<file path="src/sv/rst_pkg.sv">
// Shared types, codes and widths for the ranked score table.
package rst_pkg;

   localparam int ID_W          = 6;
   localparam int COUNT_W       = 5;
   localparam int SCORE_IN_W    = 32;
   localparam int TOP_SLOTS     = 4;
   localparam int RANK_SLOTS    = 5;
   localparam int CAPACITY_DEF  = 16;
   localparam int SCORE_BITS_DEF = 32;

   typedef enum logic [1:0] {
      OP_ADD    = 2'd0,
      OP_UPDATE = 2'd1,
      OP_REMOVE = 2'd2
   } op_type;

   typedef enum logic [1:0] {
      ERR_OK   = 2'd0,
      ERR_FULL = 2'd1,
      ERR_MISS = 2'd2,
      ERR_DUP  = 2'd3
   } err_type;

   typedef struct packed {
      logic [RANK_SLOTS-1:0][ID_W-1:0] rank_ids;
      logic [COUNT_W-1:0]              entry_count;
      logic                            in_top_four;
      err_type                         error_code;
   } rsp_type;

endpackage

</file>
<file path="src/sv/rst_store.sv">
// Single-port-read, single-port-write table of ids and scores in rank order.
module rst_store
   import rst_pkg::*;
#(
   parameter int DEPTH = CAPACITY_DEF,
   parameter int AW    = $clog2(CAPACITY_DEF),
   parameter int SW    = SCORE_BITS_DEF
) (
   input  logic                 clock,
   input  logic [AW-1:0]        rd_addr,
   output logic [ID_W-1:0]      rd_id,
   output logic signed [SW-1:0] rd_score,
   input  logic                 wr_en,
   input  logic [AW-1:0]        wr_addr,
   input  logic [ID_W-1:0]      wr_id,
   input  logic signed [SW-1:0] wr_score
);

   logic [ID_W-1:0]      id_mem_ff    [DEPTH];
   logic signed [SW-1:0] score_mem_ff [DEPTH];
   logic [ID_W-1:0]      rd_id_ff;
   logic signed [SW-1:0] rd_score_ff;

   always_ff @(posedge clock) begin
      if (wr_en) begin
         id_mem_ff[wr_addr]    <= wr_id;
         score_mem_ff[wr_addr] <= wr_score;
      end
      rd_id_ff    <= id_mem_ff[rd_addr];
      rd_score_ff <= score_mem_ff[rd_addr];
   end

   assign rd_id    = rd_id_ff;
   assign rd_score = rd_score_ff;

endmodule

</file>
<file path="src/sv/rst_ctrl.sv">
// Sequencer: search, bubble-insert, remove-shift and rank readout over the table.
module rst_ctrl
   import rst_pkg::*;
#(
   parameter int CAPACITY   = CAPACITY_DEF,
   parameter int SCORE_BITS = SCORE_BITS_DEF
) (
   input  logic                  clock,
   input  logic                  reset,
   input  logic                  start,
   input  logic [1:0]            opcode,
   input  logic [ID_W-1:0]       entry_id,
   input  logic [SCORE_IN_W-1:0] score,
   input  logic                  rsp_free,
   output logic                  idle,
   output logic                  done,
   output rsp_type               result
);

   localparam int AW = $clog2(CAPACITY);
   localparam int CW = $clog2(CAPACITY + 1);
   localparam int SW = (SCORE_BITS > SCORE_IN_W) ? SCORE_IN_W : SCORE_BITS;

   typedef enum logic [12:0] {
      ST_IDLE     = 13'b0000000000001,
      ST_SRCH_RD  = 13'b0000000000010,
      ST_SRCH_CMP = 13'b0000000000100,
      ST_DECIDE   = 13'b0000000001000,
      ST_UP_RD    = 13'b0000000010000,
      ST_UP_CMP   = 13'b0000000100000,
      ST_DN_RD    = 13'b0000001000000,
      ST_DN_CMP   = 13'b0000010000000,
      ST_RM_RD    = 13'b0000100000000,
      ST_RM_WR    = 13'b0001000000000,
      ST_OUT_RD   = 13'b0010000000000,
      ST_OUT_CAP  = 13'b0100000000000,
      ST_DONE     = 13'b1000000000000
   } state_type;

   state_type                       state_ff, state_in;
   logic [CW-1:0]                   cnt_ff, cnt_in;
   logic [CW-1:0]                   idx_ff, idx_in;
   logic [AW-1:0]                   pos_ff, pos_in;
   logic                            found_ff, found_in;
   logic                            intop_ff, intop_in;
   err_type                         err_ff, err_in;
   logic [1:0]                      op_ff, op_in;
   logic [ID_W-1:0]                 id_ff, id_in;
   logic signed [SW-1:0]            key_ff, key_in;
   logic [RANK_SLOTS-1:0][ID_W-1:0] rank_ff, rank_in;

   logic [AW-1:0]        rd_addr;
   logic [ID_W-1:0]      rd_id;
   logic signed [SW-1:0] rd_score;
   logic                 wr_en;
   logic [AW-1:0]        wr_addr;
   logic [ID_W-1:0]      wr_id;
   logic signed [SW-1:0] wr_score;

   rst_store #(
      .DEPTH (CAPACITY),
      .AW    (AW),
      .SW    (SW)
   ) u_store (
      .clock    (clock),
      .rd_addr  (rd_addr),
      .rd_id    (rd_id),
      .rd_score (rd_score),
      .wr_en    (wr_en),
      .wr_addr  (wr_addr),
      .wr_id    (wr_id),
      .wr_score (wr_score)
   );

   always_comb begin
      state_in = state_ff;
      cnt_in   = cnt_ff;
      idx_in   = idx_ff;
      pos_in   = pos_ff;
      found_in = found_ff;
      intop_in = intop_ff;
      err_in   = err_ff;
      op_in    = op_ff;
      id_in    = id_ff;
      key_in   = key_ff;
      rank_in  = rank_ff;
      rd_addr  = '0;
      wr_en    = 1'b0;
      wr_addr  = pos_ff;
      wr_id    = rd_id;
      wr_score = rd_score;
      done     = 1'b0;

      unique case (state_ff)
         ST_IDLE: begin
            if (start) begin
               op_in    = opcode;
               id_in    = entry_id;
               key_in   = signed'(score[SW-1:0]);
               idx_in   = '0;
               found_in = 1'b0;
               err_in   = ERR_OK;
               state_in = (cnt_ff == '0) ? ST_DECIDE : ST_SRCH_RD;
            end
         end
         ST_SRCH_RD: begin
            rd_addr  = idx_ff[AW-1:0];
            state_in = ST_SRCH_CMP;
         end
         ST_SRCH_CMP: begin
            if (rd_id == id_ff) begin
               found_in = 1'b1;
               pos_in   = idx_ff[AW-1:0];
               state_in = ST_DECIDE;
            end else begin
               idx_in   = idx_ff + CW'(1);
               state_in = (idx_ff + CW'(1) == cnt_ff) ? ST_DECIDE : ST_SRCH_RD;
            end
         end
         ST_DECIDE: begin
            intop_in = found_ff && (pos_ff < TOP_SLOTS);
            state_in = ST_OUT_RD;
            idx_in   = '0;
            case (op_ff)
               OP_ADD: begin
                  if (found_ff) begin
                     err_in = ERR_DUP;
                  end else if (cnt_ff == CW'(CAPACITY)) begin
                     err_in = ERR_FULL;
                  end else begin
                     pos_in   = cnt_ff[AW-1:0];
                     cnt_in   = cnt_ff + CW'(1);
                     state_in = ST_UP_RD;
                  end
               end
               OP_UPDATE: begin
                  if (!found_ff) begin
                     err_in = ERR_MISS;
                  end else begin
                     state_in = ST_UP_RD;
                  end
               end
               OP_REMOVE: begin
                  if (!found_ff) begin
                     err_in = ERR_MISS;
                  end else begin
                     idx_in   = CW'(pos_ff);
                     state_in = ST_RM_RD;
                  end
               end
               default: ;
            endcase
         end
         ST_UP_RD: begin
            if (pos_ff == '0) begin
               state_in = ST_DN_RD;
            end else begin
               rd_addr  = pos_ff - AW'(1);
               state_in = ST_UP_CMP;
            end
         end
         ST_UP_CMP: begin
            if (key_ff > rd_score) begin
               wr_en    = 1'b1;
               pos_in   = pos_ff - AW'(1);
               state_in = ST_UP_RD;
            end else begin
               state_in = ST_DN_RD;
            end
         end
         ST_DN_RD: begin
            if (CW'(pos_ff) + CW'(1) >= cnt_ff) begin
               wr_en    = 1'b1;
               wr_id    = id_ff;
               wr_score = key_ff;
               intop_in = pos_ff < TOP_SLOTS;
               idx_in   = '0;
               state_in = ST_OUT_RD;
            end else begin
               rd_addr  = pos_ff + AW'(1);
               state_in = ST_DN_CMP;
            end
         end
         ST_DN_CMP: begin
            if (key_ff < rd_score) begin
               wr_en    = 1'b1;
               pos_in   = pos_ff + AW'(1);
               state_in = ST_DN_RD;
            end else begin
               wr_en    = 1'b1;
               wr_id    = id_ff;
               wr_score = key_ff;
               intop_in = pos_ff < TOP_SLOTS;
               idx_in   = '0;
               state_in = ST_OUT_RD;
            end
         end
         ST_RM_RD: begin
            if (idx_ff + CW'(1) >= cnt_ff) begin
               cnt_in   = cnt_ff - CW'(1);
               intop_in = 1'b0;
               idx_in   = '0;
               state_in = ST_OUT_RD;
            end else begin
               rd_addr  = idx_ff[AW-1:0] + AW'(1);
               state_in = ST_RM_WR;
            end
         end
         ST_RM_WR: begin
            wr_en    = 1'b1;
            wr_addr  = idx_ff[AW-1:0];
            idx_in   = idx_ff + CW'(1);
            state_in = ST_RM_RD;
         end
         ST_OUT_RD: begin
            rd_addr  = idx_ff[AW-1:0];
            state_in = ST_OUT_CAP;
         end
         ST_OUT_CAP: begin
            rank_in[idx_ff[2:0]] = (idx_ff < cnt_ff) ? rd_id : '0;
            if (idx_ff == CW'(RANK_SLOTS - 1)) begin
               state_in = ST_DONE;
            end else begin
               idx_in   = idx_ff + CW'(1);
               state_in = ST_OUT_RD;
            end
         end
         ST_DONE: begin
            done = 1'b1;
            if (rsp_free) begin
               state_in = ST_IDLE;
            end
         end
         default: state_in = ST_IDLE;
      endcase
   end

   always_ff @(posedge clock) begin
      if (reset) begin
         state_ff <= ST_IDLE;
         cnt_ff   <= '0;
      end else begin
         state_ff <= state_in;
         cnt_ff   <= cnt_in;
      end
      idx_ff   <= idx_in;
      pos_ff   <= pos_in;
      found_ff <= found_in;
      intop_ff <= intop_in;
      err_ff   <= err_in;
      op_ff    <= op_in;
      id_ff    <= id_in;
      key_ff   <= key_in;
      rank_ff  <= rank_in;
   end

   assign idle               = (state_ff == ST_IDLE);
   assign result.rank_ids    = rank_ff;
   assign result.entry_count = COUNT_W'(cnt_ff);
   assign result.in_top_four = intop_ff;
   assign result.error_code  = err_ff;

endmodule

</file>
<file path="src/sv/ranked_score_table_top4.sv">
// Top level of the ranked score table: request intake, sequencer and response register.
//
//   channel  | ports                                   | direction
//   ---------+-----------------------------------------+----------
//   req      | req_valid, req_stall, opcode/id/score   | in
//   rsp      | rsp_valid, rsp_stall, ranks/count/flags | out
//
// The length of one transaction grows with the entries searched and the places moved or shifted,
// all set by the single read port of the table memory walked by the sequencer.
// Reset clears the entry count, sequencer state and response valid flag; table contents are never cleared.
// A held response does not block the next request; the sequencer waits at its end
// until the response register is free.
module ranked_score_table_top4
   import rst_pkg::*;
#(
   parameter int CAPACITY   = CAPACITY_DEF,
   parameter int SCORE_BITS = SCORE_BITS_DEF
) (
   input  logic                  clock,
   input  logic                  reset,
   input  logic                  req_valid,
   output logic                  req_stall,
   input  logic [1:0]            req_opcode,
   input  logic [ID_W-1:0]       req_entry_id,
   input  logic [SCORE_IN_W-1:0] req_score,
   output logic                  rsp_valid,
   input  logic                  rsp_stall,
   output logic [ID_W-1:0]       rsp_rank0_id,
   output logic [ID_W-1:0]       rsp_rank1_id,
   output logic [ID_W-1:0]       rsp_rank2_id,
   output logic [ID_W-1:0]       rsp_rank3_id,
   output logic [ID_W-1:0]       rsp_rank4_id,
   output logic [COUNT_W-1:0]    rsp_entry_count,
   output logic                  rsp_in_top_four,
   output logic [1:0]            rsp_error_code
);

   logic    ctrl_idle;
   logic    ctrl_done;
   logic    rsp_free;
   logic    start;
   rsp_type ctrl_result;
   rsp_type rsp_ff;
   logic    rsp_valid_ff;

   assign req_stall = !ctrl_idle;
   assign start     = req_valid && ctrl_idle;
   assign rsp_free  = !rsp_valid_ff || !rsp_stall;

   rst_ctrl #(
      .CAPACITY   (CAPACITY),
      .SCORE_BITS (SCORE_BITS)
   ) u_ctrl (
      .clock    (clock),
      .reset    (reset),
      .start    (start),
      .opcode   (req_opcode),
      .entry_id (req_entry_id),
      .score    (req_score),
      .rsp_free (rsp_free),
      .idle     (ctrl_idle),
      .done     (ctrl_done),
      .result   (ctrl_result)
   );

   always_ff @(posedge clock) begin
      if (reset) begin
         rsp_valid_ff <= 1'b0;
      end else if (rsp_free) begin
         rsp_valid_ff <= ctrl_done;
      end
      if (ctrl_done && rsp_free) begin
         rsp_ff <= ctrl_result;
      end
   end

   assign rsp_valid       = rsp_valid_ff;
   assign rsp_rank0_id    = rsp_ff.rank_ids[0];
   assign rsp_rank1_id    = rsp_ff.rank_ids[1];
   assign rsp_rank2_id    = rsp_ff.rank_ids[2];
   assign rsp_rank3_id    = rsp_ff.rank_ids[3];
   assign rsp_rank4_id    = rsp_ff.rank_ids[4];
   assign rsp_entry_count = rsp_ff.entry_count;
   assign rsp_in_top_four = rsp_ff.in_top_four;
   assign rsp_error_code  = rsp_ff.error_code;

   a_busy_after_accept: assert property (@(posedge clock) disable iff (reset)
      (req_valid && !req_stall) |=> req_stall)
      else $error("accepted transaction did not occupy the sequencer");

   a_full_count: assert property (@(posedge clock) disable iff (reset)
      (rsp_valid && rsp_error_code == ERR_FULL) |-> (rsp_entry_count == COUNT_W'(CAPACITY)))
      else $error("table-full error reported below capacity");

   a_top_needs_entry: assert property (@(posedge clock) disable iff (reset)
      (rsp_valid && rsp_in_top_four) |-> (rsp_entry_count != '0))
      else $error("top-four flag with an empty table");

   a_done_only_when_busy: assert property (@(posedge clock) disable iff (reset)
      ctrl_done |-> !ctrl_idle)
      else $error("sequencer finished while idle");

endmodule
</file>
<file path="config.mk">
export PLATFORM = sky130hd
export DESIGN_NAME = ranked_score_table_top4
export DESIGN_NICKNAME = d
export VERILOG_FILES = /design/src/sv/rst_pkg.sv /design/src/sv/rst_store.sv /design/src/sv/rst_ctrl.sv /design/src/sv/ranked_score_table_top4.sv
export SDC_FILE = /design/constraint.sdc
export NUM_CORES = 1
export LEC_CHECK = 0
export BUFFER_PORTS_ARGS = -buffer_cell sky130_fd_sc_hd__buf_2
export CELL_PAD_IN_SITES_DETAIL_PLACEMENT = 1
export CELL_PAD_IN_SITES_GLOBAL_PLACEMENT = 1
export CORE_ASPECT_RATIO = 1.25
export CORE_MARGIN = 1.5
export CORE_UTILIZATION = 35
export CTS_CLUSTER_SIZE = 12
export DETAILED_ROUTE_END_ITERATION = 6
export GPL_TIMING_DRIVEN = 0
export PLACE_DENSITY_LB_ADDON = 0.1
export SLEW_MARGIN = 20
export SYNTH_ARGS = -nofsm -noshare
export SYNTH_HDL_FRONTEND = slang
export SYNTH_SLANG_ARGS = --single-unit
</file>
<file path="constraint.sdc">
create_clock -name clock -period 12.6 [get_ports clock]
set_clock_uncertainty 0.1 [all_clocks]
set_input_delay 1.26 -clock clock [delete_from_list [all_inputs] [get_ports clock]]
set_output_delay 1.26 -clock clock [all_outputs]
set_load 0.02 [all_outputs]
</file>
==> results of run 1 <==
-- final cells by class --
class / instances / share of cell area [%]
inverter: 54 / 0.5430
timing repair buffer: 152 / 3.596
antenna: 1 / 0.006622
clock buffer: 119 / 6.238
buffer: 121 / 1.480
clock inverter: 36 / 0.8443
multi-input combinational: 1320 / 22.41
sequential: 786 / 60.95
tap: 1187 / 3.930
-- cell families (layout without fill, tap and decap cells) --
logic type,Yosys count,in the layout
adders and majority gates,60,60
DFF,786,786
muxes,141,141
AOI/OAI and AO/OA,312,312
other,0,1
and+or+nand+nor,785,785
xor gates and xnor gates,22,22
buffers and inverters,175,482
-- sequential cells by signal, summed over array words and instances, names as in the netlist, 6 cells and up --
register,flops
u_ctrl.key_ff,32
rsp_rank4_id,6
u_ctrl.u_store.rd_score,32
rsp_rank3_id,6
u_ctrl.u_store.id_mem_ff,96
u_ctrl.result,30
u_ctrl.u_store.score_mem_ff,512
u_ctrl.id_ff,6
u_ctrl.u_store.rd_id,6
u_ctrl.state_ff,13
rsp_rank1_id,6
rsp_rank0_id,6
rsp_rank2_id,6
-- cell usage after synthesis, drive strengths merged, types with 17 or more instances --
cell | instances | area share, %
dfxtp | 57 | 3.6
a21oi | 63 | 0.99
nor3 | 22 | 0.36
ha | 59 | 2.3
clkbuf | 66 | 0.78
nor2 | 38 | 0.47
o21ai | 54 | 0.85
a21o | 17 | 0.40
edfxtp | 729 | 68
inv | 53 | 0.62
nand3 | 179 | 2.8
a31oi | 46 | 0.90
nand2 | 447 | 5.2
buf | 55 | 0.97
mux2i | 103 | 3.2
a221o | 32 | 1.0
mux2 | 38 | 1.3
o2111ai | 40 | 1.1
-- power breakdown --
part | internal, uW | switching, uW | total (uW)
registers | 2920 | 47.0 | 2970
clock network | 1370 | 1040 | 2420
logic | 158 | 356 | 514
total | 4450 | 1450 | 5900
-- placed cells by master (no fill, tap or decap), drive strengths merged, types with 46 or more instances in the layout --
cell type / n
a31oi: 46
a21oi: 63
inv: 55
mux2i: 103
o21ai: 54
ha: 59
dfxtp: 57
buf: 207
clkbuf: 185
nand3: 179
edfxtp: 729
nand2: 447
-- per-layer routing --
layer	global-route usage [%]	vias to the layer above	routed length [um]
met5	0	-	0
met2	37.82	436	50530
met3	2.779	154	3588
met4	7.884	0	3139
li1	-	9097	-
met1	26.09	10410	41020
-- final timing paths --
check | start | endpoint | slack (ns) | cells past startpoint
setup / recovery | u_ctrl.pos_ff[0] | u_ctrl.u_store.score_mem_ff[4][21] | 6.66 | 12
hold / removal | u_ctrl.result[30] | rsp_rank3_id[4] | 0.32 | 0
setup reg to reg | u_ctrl.pos_ff[0] | u_ctrl.u_store.score_mem_ff[4][21] | 6.66 | 12
hold reg to reg | u_ctrl.result[30] | rsp_rank3_id[4] | 0.32 | 0
-- through the flow --
stage	setup slack (ns)	instance area [um^2]	hold slack, ns
floorplan	5.478	31970	0.3003
global placement	-2.600	33870	0.3049
detailed placement	6.544	35090	0.3063
CTS	6.502	37770	0.3114
global route	6.264	37790	0.3173
finish	6.664	37790	0.3163
==> impl_metrics.yaml, run 1 <==
cts:
  cts_resized: 0
  ctsHoldBuffers: 0
  clk_pin_slew_worst_paths_ns: 0.07
  clock-root-buffer: "clkbuf_16"
  cts_buffers: 86
  cts.sinks: 786
  clock_latency_ns: 0.68
  cts_tree: "yes"
  postCtsSetupBuffers: 0
  clk_path_buf_depth: 3
  htree_levels: 3
sta:
  period_share_pct: 47.11
  rsz0062_at_grt: "false"
  fin_tns_setup_ns: 0
  min_period_ns: 5.936
  slew_headroom_pct: 15.46
  tightest_slew_ns: 1.268
  maxSlewViolCount: 0
  fmax_mhz: 168.5
  finalSetupViolCount: 0
  hold_viol_final: 0
status:
  status: "completed"
floorplan:
  die_h_um: 340.9
  die_x_um: 273.3
  initial_utilization_pct: 35.45
  rows: 123
  die_area_um2: 93180
  io_pins: 84
  core-area_um2: 90180
power_and_ir_drop:
  total_power_uw: 5896
  ir_drop_mv: 0.09111
  power_leakage_uw: 0.01314
  power.density_nw_per_um2: 156.0
min_path:
  min_path_type: "flop to flop"
synthesis:
  async_flop_share_pct: 0
  yosysUniqueCellTypes: 78
  synth_top_family_by_area: "simple AND/OR/NAND/NOR gates"
  synth-xor-area-share_pct: 0.6027
  syn_area_per_cell_um2: 14.02
  postSynthNetCount: 2385
  synthAdderAreaFrac_pct: 2.372
  syn_inst: 2281
  synth_compound_gate_area_share_pct: 6.903
  synth_simple_gate_area_share_pct: 11.14
  synth-seq-area-share_pct: 72.04
  synth_top_flop_cell: "edfxtp_1"
  yosysWarnings: 0
  ys_ff_latch: 786
  synthMuxAreaShare_pct: 4.563
  synth_edf_count: 729
  synth_area_um2: 31970
global_route:
  track_usage_pct: 21.23
  first_global_vias: 21470
  grt_max_degree: 28
  grt_antenna_before_repair: 0
  grt_pass1_wl_um: 143900
  grt-ovfl-total: 0
final_layout:
  areaGrowthSynthToFinish_pct: 18.19
  layoutNonFillerInstCount: 3776
  seq_area_um2: 23030
  final_util_pct: 41.90
  drive_above_1_share_pct: 15.69
  nNetsFinal: 2625
  multi_input_area_um2: 8468
  fillers: 9279
drt:
  drc: 0
  vias_per_cell: 5.322
  drtIter0Drc: 1226
  dr_total_vias: 20100
  first_pass_iters: 5
  drt-wirelength-per-cell_um: 26.03
  drtAntennaViolNets: 0
  drt_wl_total_um: 98280
critical_path:
  worst-setup-path-type: "flop to flop"
  path_max_fanout: 16
  end_kind: "flop"
  critPathSlowestCell: "buf_1"
  max_stage_delay_ns: 0.74
  worstPathRequired_ns: 12.85
  start_kind: "flop"
  arrival_ns: 6.19
  cp.buffers_inverters: 4
  crit_chain: "clkbuf_1 > inv_1 > ha_1 > ha_1 > nand2_1 > o21ai_0 > a21oi_1 > nand2_1 > o211ai_1 > buf_2 > buf_1 > mux2_2"
  path_delay_family: "buffers and inverters"
placed_design:
  place.gp.congestion: 0.8072
  placedCellCount: 3620
  detailedPlacementHpwl_um: 70250
  port-buffer-count: 82
flow_run:
  drv_cap: 0
(Power assumes the default switching activity.)
==> run 2: changes to the inputs <==
Settings changed: ABC_AREA from default to 1.
Clock period 12.6 ns to 6.16 ns, I/O delays scaled along.
==> run 2 against run 1 <==
Against the previous run:
- via count up 24%
- clock power up 120%
- critical path depth up 6
- area after synthesis up 9.5%
- sequential share of layout area down 4.7 points
- fmax up 18%
- non-clock buffer count up 31
- synthesized cell count up 43%
- routed wire length up 23%
- flip-flop and latch count unchanged
- largest cell class unchanged
==> impl_metrics.yaml, run 2 <==
global_route:
  grt_pass1_wl_um: 176000
  grt_antenna_before_repair: 1
  grt_max_degree: 28
  grt-ovfl-total: 0
  track_usage_pct: 23.71
  first_global_vias: 26460
sta:
  maxSlewViolCount: 0
  fmax_mhz: 199.0
  slew_headroom_pct: 24.41
  hold_viol_final: 0
  min_period_ns: 5.026
  tightest_slew_ns: 1.134
  period_share_pct: 81.58
  finalSetupViolCount: 0
  rsz0062_at_grt: "false"
synthesis:
  synth-seq-area-share_pct: 65.80
  yosysUniqueCellTypes: 40
  synth_area_um2: 35000
  synth_most_common_cell: "nand3_1"
  synth_edf_count: 729
  yosysWarnings: 0
  synth_top_flop_cell: "edfxtp_1"
  syn_area_per_cell_um2: 10.71
  ys_ff_latch: 786
  syn_inst: 3267
  synth_commonest_cells: "nand3_1 (781), edfxtp_1 (729), inv_1 (575)"
  synth_area_leaders: "edfxtp_1 (63%), nand3_1 (11%), inv_1 (6.2%), nand2_1 (5.4%), dfxtp_1 (3.3%)"
  async_flop_share_pct: 0
  yosys.area.top_type: "edfxtp_1"
  postSynthNetCount: 3371
  yosys.area.top_type_share_pct: 62.54
power_and_ir_drop:
  p_comb_share_pct: 13.6
  switching_share_pct: 27.39
  power.density_nw_per_um2: 328.4
  seqPwrFrac_pct: 47.2
  power_leakage_uw: 0.01659
  total_power_uw: 13440
  clockPowerShare_pct: 39.2
  internal_power_uw: 9760
  ir_drop_mv: 0.1863
  p_sw_uw: 3682
floorplan:
  die_x_um: 285.9
  rows: 129
  core-area_um2: 99100
  io_pins: 84
  die_area_um2: 101900
  die_h_um: 356.6
  initial_utilization_pct: 35.32
critical_path:
  worstPathRequired_ns: 6.65
  arrival_ns: 5.51
  end_kind: "flop"
  worst-setup-path-type: "flop to flop"
  start_kind: "flop"
  path_max_fanout: 10
cts:
  cts_tree: "yes"
  clk_path_buf_depth: 3
  cts_buffers: 88
  clk_pin_slew_worst_paths_ns: 0.06
  cts.sinks: 786
  clock-root-buffer: "clkbuf_16"
  htree_levels: 3
  clock_latency_ns: 0.66
  postCtsSetupBuffers: 0
final_layout:
  largest_register_ffs: 512
  drive_above_1_share_pct: 11.39
  mostFrequentLayoutCell: "nand3_1"
  reg_top3: "u_ctrl.u_store.score_mem_ff (512), u_ctrl.u_store.id_mem_ff (96)"
  layout_common_cells: "nand3_1 (781), edfxtp_1 (729), inv_1 (575)"
  areaGrowthSynthToFinish_pct: 16.92
  nNetsFinal: 3590
  final_util_pct: 41.30
  regMostFlops: "u_ctrl.u_store.score_mem_ff"
  layoutNonFillerInstCount: 4866
  fin_area_um2: 40930
drt:
  first_pass_iters: 6
  dr_total_vias: 25010
  drt-wirelength-per-cell_um: 24.79
  drt_wl_total_um: 120600
  vias_per_cell: 5.139
  drtAntennaViolNets: 0
  drtIter0Drc: 1539
  drc: 0
flow_run:
  drv_cap: 0
placed_design:
  place.gp.congestion: 0.8724
  placedCellCount: 4697
  port-buffer-count: 83
  detailedPlacementHpwl_um: 85210
  place_area_um2: 38000
status:
  status: "completed"
min_path:
  min_path_type: "primary input to flop"
-- run 2: cell types whose count changed after synthesis, moves of 45 or more --
cell	before	now
nand3_1	179	781
inv_1	53	575
nand3b_1	4	152
mux2i_1	103	0
nand2_1	447	505
buf_2	40	86
a31oi_1	46	1
-- run 2: routing by layer --
layer  global-route usage (%)  part of all wire, %  vias up
li1                         -                    -    11490
met1                    28.67                   41    12730
met2                    43.43                   52      572
met3                    2.526                  3.8      216
met4                    8.603                  3.5        0
met5                        0                    0        -
-- run 2: cell families after synthesis --
family          count (synthesis)  synth area share, %
buf+inv                       755                8.683
fa+ha+maj                      60                2.166
xor+xnor                       13               0.3253
flops                         786                65.80
simple gates                 1565                21.64
compound gates                 88                1.387
-- run 2: critical path, cell delays in order, from the launching register on --
cell and delay, ns:
edfxtp_1 0.38, clkbuf_1 0.40, inv_1 0.17, ha_1 0.35, ha_1 0.28, nand2_1 0.04, nor2_1 0.12, nand2_1 0.14
nand2_1 0.10, nor2_1 0.09, nand2_2 0.18, o21ai_2 0.10, nor2_2 0.83, buf_2 0.69, buf_2 0.46, nand3_1 0.16
nand3_1 0.11, nand3_1 0.11, nand2_1 0.09
-- run 2: power by group through the flow --
stage / Clock, uW / Combinational (uW) / Sequential (uW)
floorplan: 0 / 1080 / 6380
global placement: 0 / 1740 / 6470
detailed placement: 0 / 1850 / 6460
CTS: 5380 / 1860 / 6350
global route: 5540 / 2020 / 6370
finish: 5260 / 1830 / 6350
-- run 2: final cells by class --
cell class	instances	area, um^2
Antenna cell	1	2.502
Buffer	175	862.1
Clock buffer	112	2385
Clock inverter	47	444.2
Fill cell	10840	58180
Inverter	580	2177
Multi-Input combinational cell	1726	9082
Sequential cell	786	23030
Tap cell	1310	1639
Timing Repair Buffer	129	1301
-- run 2: worst paths after layout --
| kind | start | to | slack [ns] | depth (start not counted) |
|---|---|---|---|---|
| max | u_ctrl.idx_ff[1] | u_ctrl.u_store.rd_id[2] | 1.13 | 18 |
| min | req_score[27] | u_ctrl.key_ff[27] | 0.03 | 1 |
| max reg2reg | u_ctrl.idx_ff[1] | u_ctrl.u_store.rd_id[2] | 1.13 | 18 |
| min reg2reg | u_ctrl.result[37] | rsp_rank4_id[5] | 0.32 | 0 |
-- run 2: per-stage QoR --
stage	TNS, ns	setup slack, ns	hold slack [ns]
after CTS	0	1.045	0.001995
after global routing	0	0.8339	0.01300
after floorplan	0	2.048	0.3003
after detailed placement	0	1.076	0.3063
final	0	1.134	0.03332
after global placement	-693.82	-1.473	0.3054
-- run 2: repair_timing --
| action | CTS | global route |
|---|---|---|
| hold endpoints to repair | 9 | 0 |
| hold buffers | 9 | 0 |
| gates resized for setup | 0 | 0 |
